## src/hw/rtl/bpra_pkg.sv

```systemverilog
// ----------------------------------------------------------------------------
// bpra_pkg
// Shared types, codes and sizes of the bitmap page run allocator.
// ----------------------------------------------------------------------------
package bpra_pkg;

    // sizes
    localparam int PAGE_COUNT = 4096;
    localparam int PAGE_W     = 12;
    localparam int FLAG_WIDTH = 16;
    localparam int REF_W      = 16;
    localparam int MAX_RUN    = 64;
    localparam int LEN_W      = 7;
    localparam int WORD_BITS  = 64;
    localparam int MAP_WORDS  = PAGE_COUNT / WORD_BITS;
    localparam int WADDR_W    = $clog2(MAP_WORDS);
    localparam int BIT_W      = $clog2(WORD_BITS);
    localparam int CHUNK      = 8;
    localparam int CHUNK_W    = $clog2(CHUNK);
    localparam int CFG_IDX_W  = 3;
    localparam int CFG_DATA_W = 16;

    // request opcodes
    typedef enum logic [1:0] {
        OP_ALLOC = 2'd0,
        OP_FREE  = 2'd1,
        OP_MARK  = 2'd2,
        OP_NONE  = 2'd3
    } t_opcode;

    // zone codes
    typedef enum logic [1:0] {
        ZN_DMA      = 2'd0,
        ZN_NORMAL   = 2'd1,
        ZN_UNMAPPED = 2'd2,
        ZN_INVALID  = 2'd3
    } t_zone;

    // response status codes
    typedef enum logic [1:0] {
        STAT_OK       = 2'd0,
        STAT_BAD_ZONE = 2'd1,
        STAT_BAD_LEN  = 2'd2,
        STAT_NO_RUN   = 2'd3
    } t_status;

    // configuration register indexes
    localparam logic [CFG_IDX_W-1:0] CFG_DMA_FIRST      = 3'd0;
    localparam logic [CFG_IDX_W-1:0] CFG_DMA_LAST       = 3'd1;
    localparam logic [CFG_IDX_W-1:0] CFG_NORMAL_FIRST   = 3'd2;
    localparam logic [CFG_IDX_W-1:0] CFG_NORMAL_LAST    = 3'd3;
    localparam logic [CFG_IDX_W-1:0] CFG_UNMAPPED_FIRST = 3'd4;
    localparam logic [CFG_IDX_W-1:0] CFG_UNMAPPED_LAST  = 3'd5;
    localparam logic [CFG_IDX_W-1:0] CFG_SHARED_MASK    = 3'd6;

    // controller states
    typedef enum logic [2:0] {
        S_CLEAR,
        S_IDLE,
        S_CHECK,
        S_SCAN_RD,
        S_SCAN,
        S_MARK_RD,
        S_MARK_WR,
        S_DONE
    } t_state;

    // controller to datapath
    typedef struct packed {
        logic in_ready;
        logic clr_step;
        logic scan_init;
        logic scan_step;
        logic rd_mark;
        logic mark_wr;
        logic emit;
    } t_cmd;

    // datapath to controller
    typedef struct packed {
        logic    clr_done;
        logic    in_valid;
        t_opcode op;
        logic    bad_zone;
        logic    bad_len;
        logic    empty_range;
        logic    chunk_found;
        logic    scan_end;
        logic    word_end;
        logic    mark_last;
        logic    out_busy;
    } t_sts;

endpackage

```

## src/hw/rtl/bpra_ctrl.sv

```systemverilog
// ----------------------------------------------------------------------------
// bpra_ctrl
// Sequencer: clearing pass, request check, bitmap scan, page marking, response.
// ----------------------------------------------------------------------------
module bpra_ctrl (
    input  logic           i_clk,
    input  logic           i_rst_n,
    input  bpra_pkg::t_sts i_sts,
    output bpra_pkg::t_cmd o_cmd
);
    import bpra_pkg::*;

    t_state r_state;
    t_state n_state;

    // state register
    always_ff @(posedge i_clk) begin
        if (!i_rst_n) begin
            r_state <= S_CLEAR;
        end else begin
            r_state <= n_state;
        end
    end

    // next state
    always_comb begin
        n_state = r_state;
        unique case (r_state)
            S_CLEAR: begin
                if (i_sts.clr_done) n_state = S_IDLE;
            end
            S_IDLE: begin
                if (i_sts.in_valid) n_state = S_CHECK;
            end
            S_CHECK: begin
                unique case (i_sts.op)
                    OP_ALLOC: begin
                        if (i_sts.bad_zone || i_sts.bad_len || i_sts.empty_range)
                            n_state = S_DONE;
                        else
                            n_state = S_SCAN_RD;
                    end
                    OP_FREE, OP_MARK: n_state = S_MARK_RD;
                    default:          n_state = S_DONE;
                endcase
            end
            S_SCAN_RD: n_state = S_SCAN;
            S_SCAN: begin
                priority if (i_sts.chunk_found) n_state = S_MARK_RD;
                else if (i_sts.scan_end)        n_state = S_DONE;
                else if (i_sts.word_end)        n_state = S_SCAN_RD;
                else                            n_state = S_SCAN;
            end
            S_MARK_RD: n_state = S_MARK_WR;
            S_MARK_WR: begin
                if (i_sts.mark_last) n_state = S_DONE;
                else                 n_state = S_MARK_RD;
            end
            S_DONE: begin
                if (!i_sts.out_busy) n_state = S_IDLE;
            end
            default: n_state = S_CLEAR;
        endcase
    end

    // commands
    always_comb begin
        o_cmd = '0;
        unique case (r_state)
            S_CLEAR:   o_cmd.clr_step  = 1'b1;
            S_IDLE:    o_cmd.in_ready  = 1'b1;
            S_CHECK:   o_cmd.scan_init = (i_sts.op == OP_ALLOC);
            S_SCAN_RD: o_cmd.rd_mark   = 1'b0;
            S_SCAN:    o_cmd.scan_step = 1'b1;
            S_MARK_RD: o_cmd.rd_mark   = 1'b1;
            S_MARK_WR: o_cmd.mark_wr   = 1'b1;
            S_DONE:    o_cmd.emit      = !i_sts.out_busy;
            default:   o_cmd = '0;
        endcase
    end

    // datapath actions never overlap
    a_one_action: assert property (@(posedge i_clk) disable iff (!i_rst_n)
        $onehot0({o_cmd.clr_step, o_cmd.scan_step, o_cmd.mark_wr, o_cmd.emit,
                  o_cmd.in_ready}))
        else $error("overlapping datapath commands");

    // a response is never loaded over one still waiting
    a_no_overwrite: assert property (@(posedge i_clk) disable iff (!i_rst_n)
        o_cmd.emit |-> !i_sts.out_busy)
        else $error("response overwritten");

    // every page write is preceded by its read
    a_read_before_write: assert property (@(posedge i_clk) disable iff (!i_rst_n)
        o_cmd.mark_wr |-> $past(o_cmd.rd_mark))
        else $error("page write without read");

    // marking continues until the last page
    a_mark_loop: assert property (@(posedge i_clk) disable iff (!i_rst_n)
        (r_state == S_MARK_WR && !i_sts.mark_last) |=> r_state == S_MARK_RD)
        else $error("marking stopped early");

endmodule

```

## config.mk

```make
export PLATFORM = sky130hd
export DESIGN_NAME = bpra_ctrl
export DESIGN_NICKNAME = d
export VERILOG_FILES = /design/src/hw/rtl/bpra_pkg.sv /design/src/hw/rtl/bpra_ctrl.sv
export SDC_FILE = /design/constraint.sdc
export NUM_CORES = 1
export LEC_CHECK = 0
export BUFFER_PORTS_ARGS = -buffer_cell sky130_fd_sc_hd__buf_4
export CAP_MARGIN = 20
export CORE_AREA = 2 2 39 41
export CTS_CLUSTER_SIZE = 10
export DETAILED_ROUTE_END_ITERATION = 10
export DIE_AREA = 0 0 41 43
export PLACE_DENSITY_LB_ADDON = 0.25
export SKIP_CTS_REPAIR_TIMING = 1
export SLEW_MARGIN = 10
export SYNTH_ARGS = -nofsm -noshare
export SYNTH_HDL_FRONTEND = slang
export SYNTH_SLANG_ARGS = --single-unit
```

## constraint.sdc

```tcl
create_clock -name i_clk -period 1.6 [get_ports i_clk]
set_input_delay 0.32 -clock i_clk [delete_from_list [all_inputs] [get_ports i_clk]]
set_output_delay 0.32 -clock i_clk [all_outputs]
set_load 0.05 [all_outputs]
```

==> results of run 1 <==
==> power groups by stage <==
stage,logic [µW],clock network [µW],registers [µW]
2_1_floorplan,126,0,87.6
6_report,161,132,101
3_3_place_gp,160,0,102
3_5_place_dp,161,0,101
5_1_grt,174,145,103
4_1_cts,161,142,99.8
==> per-layer routing <==
| layer | vias to the layer above | GRT usage | part of all wire |
|---|---|---|---|
| met3 | 2 | 0.01571 | 0.050 |
| met5 | - | 0 | 0 |
| met4 | 0 | 0.1200 | 0.011 |
| met2 | 10 | 0.1688 | 0.55 |
| li1 | 201 | - | - |
| met1 | 180 | 0.1438 | 0.39 |
==> per-stage QoR <==
stage	setup TNS [ns]	total power [µW]	hold slack, ns	util	setup WS (ns)
5_1_grt	0	422.4	0.3315	0.4024	0.02371
4_1_cts	-0.2294	402.7	0.3143	0.3951	-0.09535
3_5_place_dp	0	261.4	0.5652	0.3761	0.1403
3_3_place_gp	0	261.4	0.5633	0.3761	0.1637
6_report	0	394.8	0.3269	0.4024	0.09546
2_1_floorplan	-0.7695	213.4	0.4429	-	-0.3508
==> worst min-delay path by stage <==
| stage | start | endpoint | slack [ns] | cells past startpoint |
|---|---|---|---|---|
| final | i_rst_n | r_state[2] | 0.33 | 2 |
| after global routing | i_rst_n | r_state[2] | 0.33 | 2 |
| after CTS | i_rst_n | r_state[2] | 0.31 | 2 |
| after detailed placement | i_rst_n | r_state[2] | 0.57 | 2 |
| after global placement | i_rst_n | r_state[2] | 0.56 | 2 |
| after floorplan | i_rst_n | r_state[0] | 0.44 | 2 |
==> cells in the final DEF (no fill, tap or decap), drive strengths merged <==
| master | n |
|---|---|
| nand3 | 1 |
| buf | 22 |
| a211oi | 1 |
| nor4b | 1 |
| mux2i | 1 |
| a311oi | 1 |
| dfxtp | 3 |
| o31a | 2 |
| a21oi | 1 |
| and2b | 1 |
| nor3b | 1 |
| or2 | 1 |
| nor3 | 2 |
| o21bai | 1 |
| a221oi | 1 |
| and4bb | 1 |
| nand2 | 2 |
| o41ai | 1 |
| o32ai | 1 |
| clkbuf | 4 |
| nor4 | 1 |
| nor2b | 2 |
| nor2 | 2 |
| o21ai | 1 |
| ha | 2 |
| and3 | 2 |
| inv | 5 |
| o311a | 1 |
==> layout make-up <==
| class | count | area, µm² |
|---|---|---|
| clock buffers | 4 | 26.28 |
| inverters | 5 | 18.77 |
| repair buffers | 22 | 165.2 |
| well taps | 16 | 20.02 |
| multi-input cells | 31 | 261.5 |
| flip-flops and latches | 3 | 65.06 |
| fillers | 155 | 827.0 |
==> logic make-up after synthesis <==
logic type,Yosys count,synth area share
AOI/OAI and AO/OA,11,0.2381
adders and majority gates,2,0.06802
buffers and inverters,9,0.1531
DFF,3,0.1633
muxes,1,0.02721
and+or+nand+nor,17,0.3504
==> impl_metrics.json, run 1 <==
{
  "critPathMaxFanout": 7,
  "largest_reg_flops": 3,
  "dr.pass1.iters": 2,
  "synth_top_area_frac": 0.1633,
  "chipWidth_um": 41,
  "vias": 393,
  "grt_pass1_wl_um": 1380,
  "comb_power_share": 0.408,
  "status": "complete, no violations",
  "synth_cell_types": 28,
  "dp_hpwl_um": 690.3,
  "synth_edf_count": 0,
  "antenna_found_initial": 0,
  "ff2ff_path_depth": 4,
  "syn_avg_cell_area_um2": 8.555,
  "final_max_slew_viol_count": 0,
  "clock_power_share": 0.335,
  "yosys.area.top_type": "dfxtp_1",
  "switchingPower_uw": 145.1,
  "slew-limit-headroom": 0.7753,
  "synth.cell_area_um2": 367.9,
  "routedWlPerCell_um": 10.93,
  "num_rows": 14,
  "cts_tree": "yes",
  "critPathBufInv": 1,
  "syn_inst": 43,
  "start_util": 0.2658,
  "final_antenna_net_count": 0,
  "hold_path.class": "input pin to register",
  "overflow": 0,
  "cp_num_cells": 3,
  "cp.arrival_ns": 1.18,
  "ys_ff_latch": 3,
  "clock-skew-final_ns": 0.002658,
  "drt_iter0_markers": 7,
  "setup_viol": 0,
  "diodes": 0,
  "h-tree-depth": 1,
  "layout-area-overhead-vs-synth_pct": 51.36,
  "cts_buffer_depth": 2,
  "clockRootBuffer": "clkbuf_4",
  "fin_crit_ns": 1.505,
  "finalHoldViolations": 0,
  "worstReg2RegStart": "r_state[0]",
  "ios": 21,
  "period_share": 0.9403,
  "stdcell_count": 81,
  "vias_per_cell": 4.852,
  "max_stage_delay_ns": 0.43,
  "track_usage": 0.1202,
  "path_class": "register to output port",
  "internal_power_uw": 249.6,
  "portBuffers": 20,
  "drive_gt1_frac": 0.4923,
  "dp.cells": 77,
  "die_area_mm2": 0.001763,
  "yosys-top-cells-count": "inv_1, dfxtp_1",
  "crit_family": "flip-flops",
  "postLayoutCellArea_um2": 556.8,
  "ys_seq_area_frac": 0.1633,
  "placed_area_um2": 520.5,
  "required_ns": 1.28,
  "synth_ff_type": "dfxtp_1",
  "maxCapViolations": 0,
  "setup.worst_path.start": "r_state[1]",
  "end_kind": "output port",
  "nNetsFinal": 82,
  "worst_pin_slew_ns": 0.3348,
  "synth_nets": 59,
  "p_leak_uw": 0.0002640,
  "remaining_drc_errors": 0,
  "clock.fmax_mhz": 664.7,
  "async_reset_ff_frac": 0,
  "fp.coreArea_mm2": 0.001384,
  "synth.most_common_cell": "inv_1",
  "swShare": 0.3677,
  "gp_congestion": 0.7274,
  "rsz0062_at_grt": "false",
  "synth.area.top_cells": "dfxtp_1, ha_1, buf_6",
  "grt_max_degree": 14,
  "reg2reg_to": "r_state[2]",
  "cts.sink_count": 3,
  "reg_top3": "r_state x3",
  "p_seq_frac": 0.257,
  "critical_path.slowest_cell": "dfxtp_1",
  "power.density_mw_per_mm2": 709.0,
  "yosys_warnings": 0,
  "clkTransAtPathRegs_ns": 0.04,
  "grt_pass1_vias": 350,
  "cp_cell_sequence": "nand2_1, nor3b_2, buf_4",
  "endpoint": "o_cmd[0]",
  "insertion_delay_ns": 0.23,
  "cts-buffers-inserted": 3,
  "die_h_um": 43,
  "start_kind": "register",
  "r2r_setup_slack_ns": 0.33,
  "route.final.wire_length_um": 885,
  "regMostFlops": "r_state",
  "ir_worst_vdd_uv": 314.8
}
Power figures use the tool's default switching activity.
==> inputs of run 2 (changes only) <==
CORE_AREA = 4 4 41 43   (was 2 2 39 41)
CTS_BUF_LIST = sky130_fd_sc_hd__clkbuf_16   (was unset)
DIE_AREA = 0 0 45 47   (was 0 0 41 43)
TNS_END_PERCENT = 5   (was unset)
==> impl_metrics.json, run 2 (synthesis gave the netlist of run 1 again) <==
{
  "nNetsFinal": 83,
  "die_h_um": 47,
  "drt_iter0_markers": 2,
  "slew-limit-headroom": 0.7994,
  "cts_tree": "yes",
  "placed_area_um2": 526.8,
  "vias": 392,
  "grt_pass1_wl_um": 1428,
  "maxCapViolations": 0,
  "min_to": "r_state[2]",
  "power.density_mw_per_mm2": 1072,
  "portBuffers": 20,
  "path_class": "register to output port",
  "required_ns": 1.28,
  "gp_congestion": 0.7454,
  "remaining_drc_errors": 0,
  "regMostFlops": "r_state",
  "finalCoreUtilization": 0.4673,
  "preCtsSetupSlack_ns": 0.1238,
  "period_share": 0.9239,
  "cts.sink_count": 3,
  "critPathMaxFanout": 8,
  "status": "complete, no violations",
  "overflow": 0,
  "clock-skew-final_ns": 0.002339,
  "grt_max_degree": 13,
  "die_area_mm2": 0.002115,
  "cp.arrival_ns": 1.16,
  "drive_gt1_frac": 0.4848,
  "num_rows": 13,
  "ios": 21,
  "finalHoldViolations": 0,
  "cts-buffers-inserted": 3,
  "postLayoutCellArea_um2": 608.1,
  "layout-area-overhead-vs-synth_pct": 65.31,
  "h-tree-depth": 1,
  "clkTransAtPathRegs_ns": 0.03,
  "reg2reg_to": "r_state[2]",
  "clockRootBuffer": "clkbuf_16",
  "start_kind": "register",
  "fin_crit_ns": 1.478,
  "diodes": 0,
  "hold_path.class": "input pin to register",
  "largest_reg_flops": 3,
  "p_leak_uw": 0.0002932,
  "insertion_delay_ns": 0.22,
  "worstReg2RegStart": "r_state[1]",
  "min_path_cells": 2,
  "end_kind": "output port",
  "antenna_found_initial": 0,
  "track_usage": 0.09155,
  "ir_worst_vdd_uv": 796.5,
  "dp_hpwl_um": 763.1,
  "hold_ws_ns": 0.3388,
  "rsz0062_at_grt": "false",
  "most-common-layout-cells": "buf_4, inv_1, clkbuf_16",
  "fillers": 126,
  "fp.coreArea_mm2": 0.001301,
  "setup_viol": 0,
  "finalWorstSetupSlack_ns": 0.1217,
  "vias_per_cell": 4.840,
  "cts_buffer_depth": 2,
  "dr.pass1.iters": 2,
  "route.final.wire_length_um": 892,
  "routedWlPerCell_um": 11.01,
  "grt_pass1_vias": 360,
  "setup_tns_ns": 0,
  "start_util": 0.2827,
  "final_common_cell": "buf_4",
  "chipWidth_um": 45,
  "min_from": "i_rst_n",
  "r2r_setup_slack_ns": 0.32,
  "ff2ff_path_depth": 4,
  "worst_pin_slew_ns": 0.2989,
  "final_max_slew_viol_count": 0,
  "final_antenna_net_count": 0,
  "clock.fmax_mhz": 676.5,
  "reg_top3": "r_state x3"
}
## run 2: changes by cell type in the layout (fill, tap and decap cells not counted), sizes merged
cell    change
clkbuf      -1
inv         +1
buf         +1
## run 2: power by group
group | leakage (µW) | internal (µW) | switching (µW)
clock | 0.0000423 | 322 | 66.4
combinational | 0.000226 | 75.4 | 87.7
sequential | 0.0000253 | 83.4 | 16.8
## run 2: final cells by class
cell class	instances	area, µm²	area share
clock buffer	3	75.07	0.1235
clock inverter	1	3.754	0.006173
inverter	5	18.77	0.03086
multi-input combinational	31	256.5	0.4218
sequential	3	62.56	0.1029
tap	15	18.77	0.03086
timing repair buffer	23	172.7	0.2840
## run 2: stage by stage
| step | instances | total power, µW |
|---|---|---|
| after floorplan | 43 | 213.4 |
| after global placement | 77 | 264.1 |
| after detailed placement | 77 | 265.3 |
| after CTS | 81 | 659.6 |
| after global routing | 81 | 682.3 |
| final | 81 | 651.6 |
## run 2: worst max-delay path by stage
| stage | startpoint | end | slack (ns) | cells past startpoint |
|---|---|---|---|---|
| after floorplan | r_state[0] | o_cmd[3] | -0.35 | 3 |
| after global placement | i_sts[8] | r_state[1] | 0.17 | 6 |
| after detailed placement | i_sts[8] | r_state[1] | 0.12 | 6 |
| after CTS | r_state[2] | o_cmd[3] | 0.04 | 3 |
| after global routing | r_state[1] | o_cmd[0] | 0.007 | 3 |
| final | r_state[1] | o_cmd[0] | 0.12 | 3 |
## run 2: routing by layer
metal,global-route usage,up-vias,routed length (µm)
met5,0,-,0
met4,0.08772,0,21
met3,0.007663,2,83
met2,0.1271,17,377
met1,0.1224,169,409
li1,-,204,-
## run 2: worst max-delay path: stages (launching register included)
cell	delay, ns
dfxtp_1	0.44
nand2_1	0.12
nor3b_2	0.16
buf_4	0.21
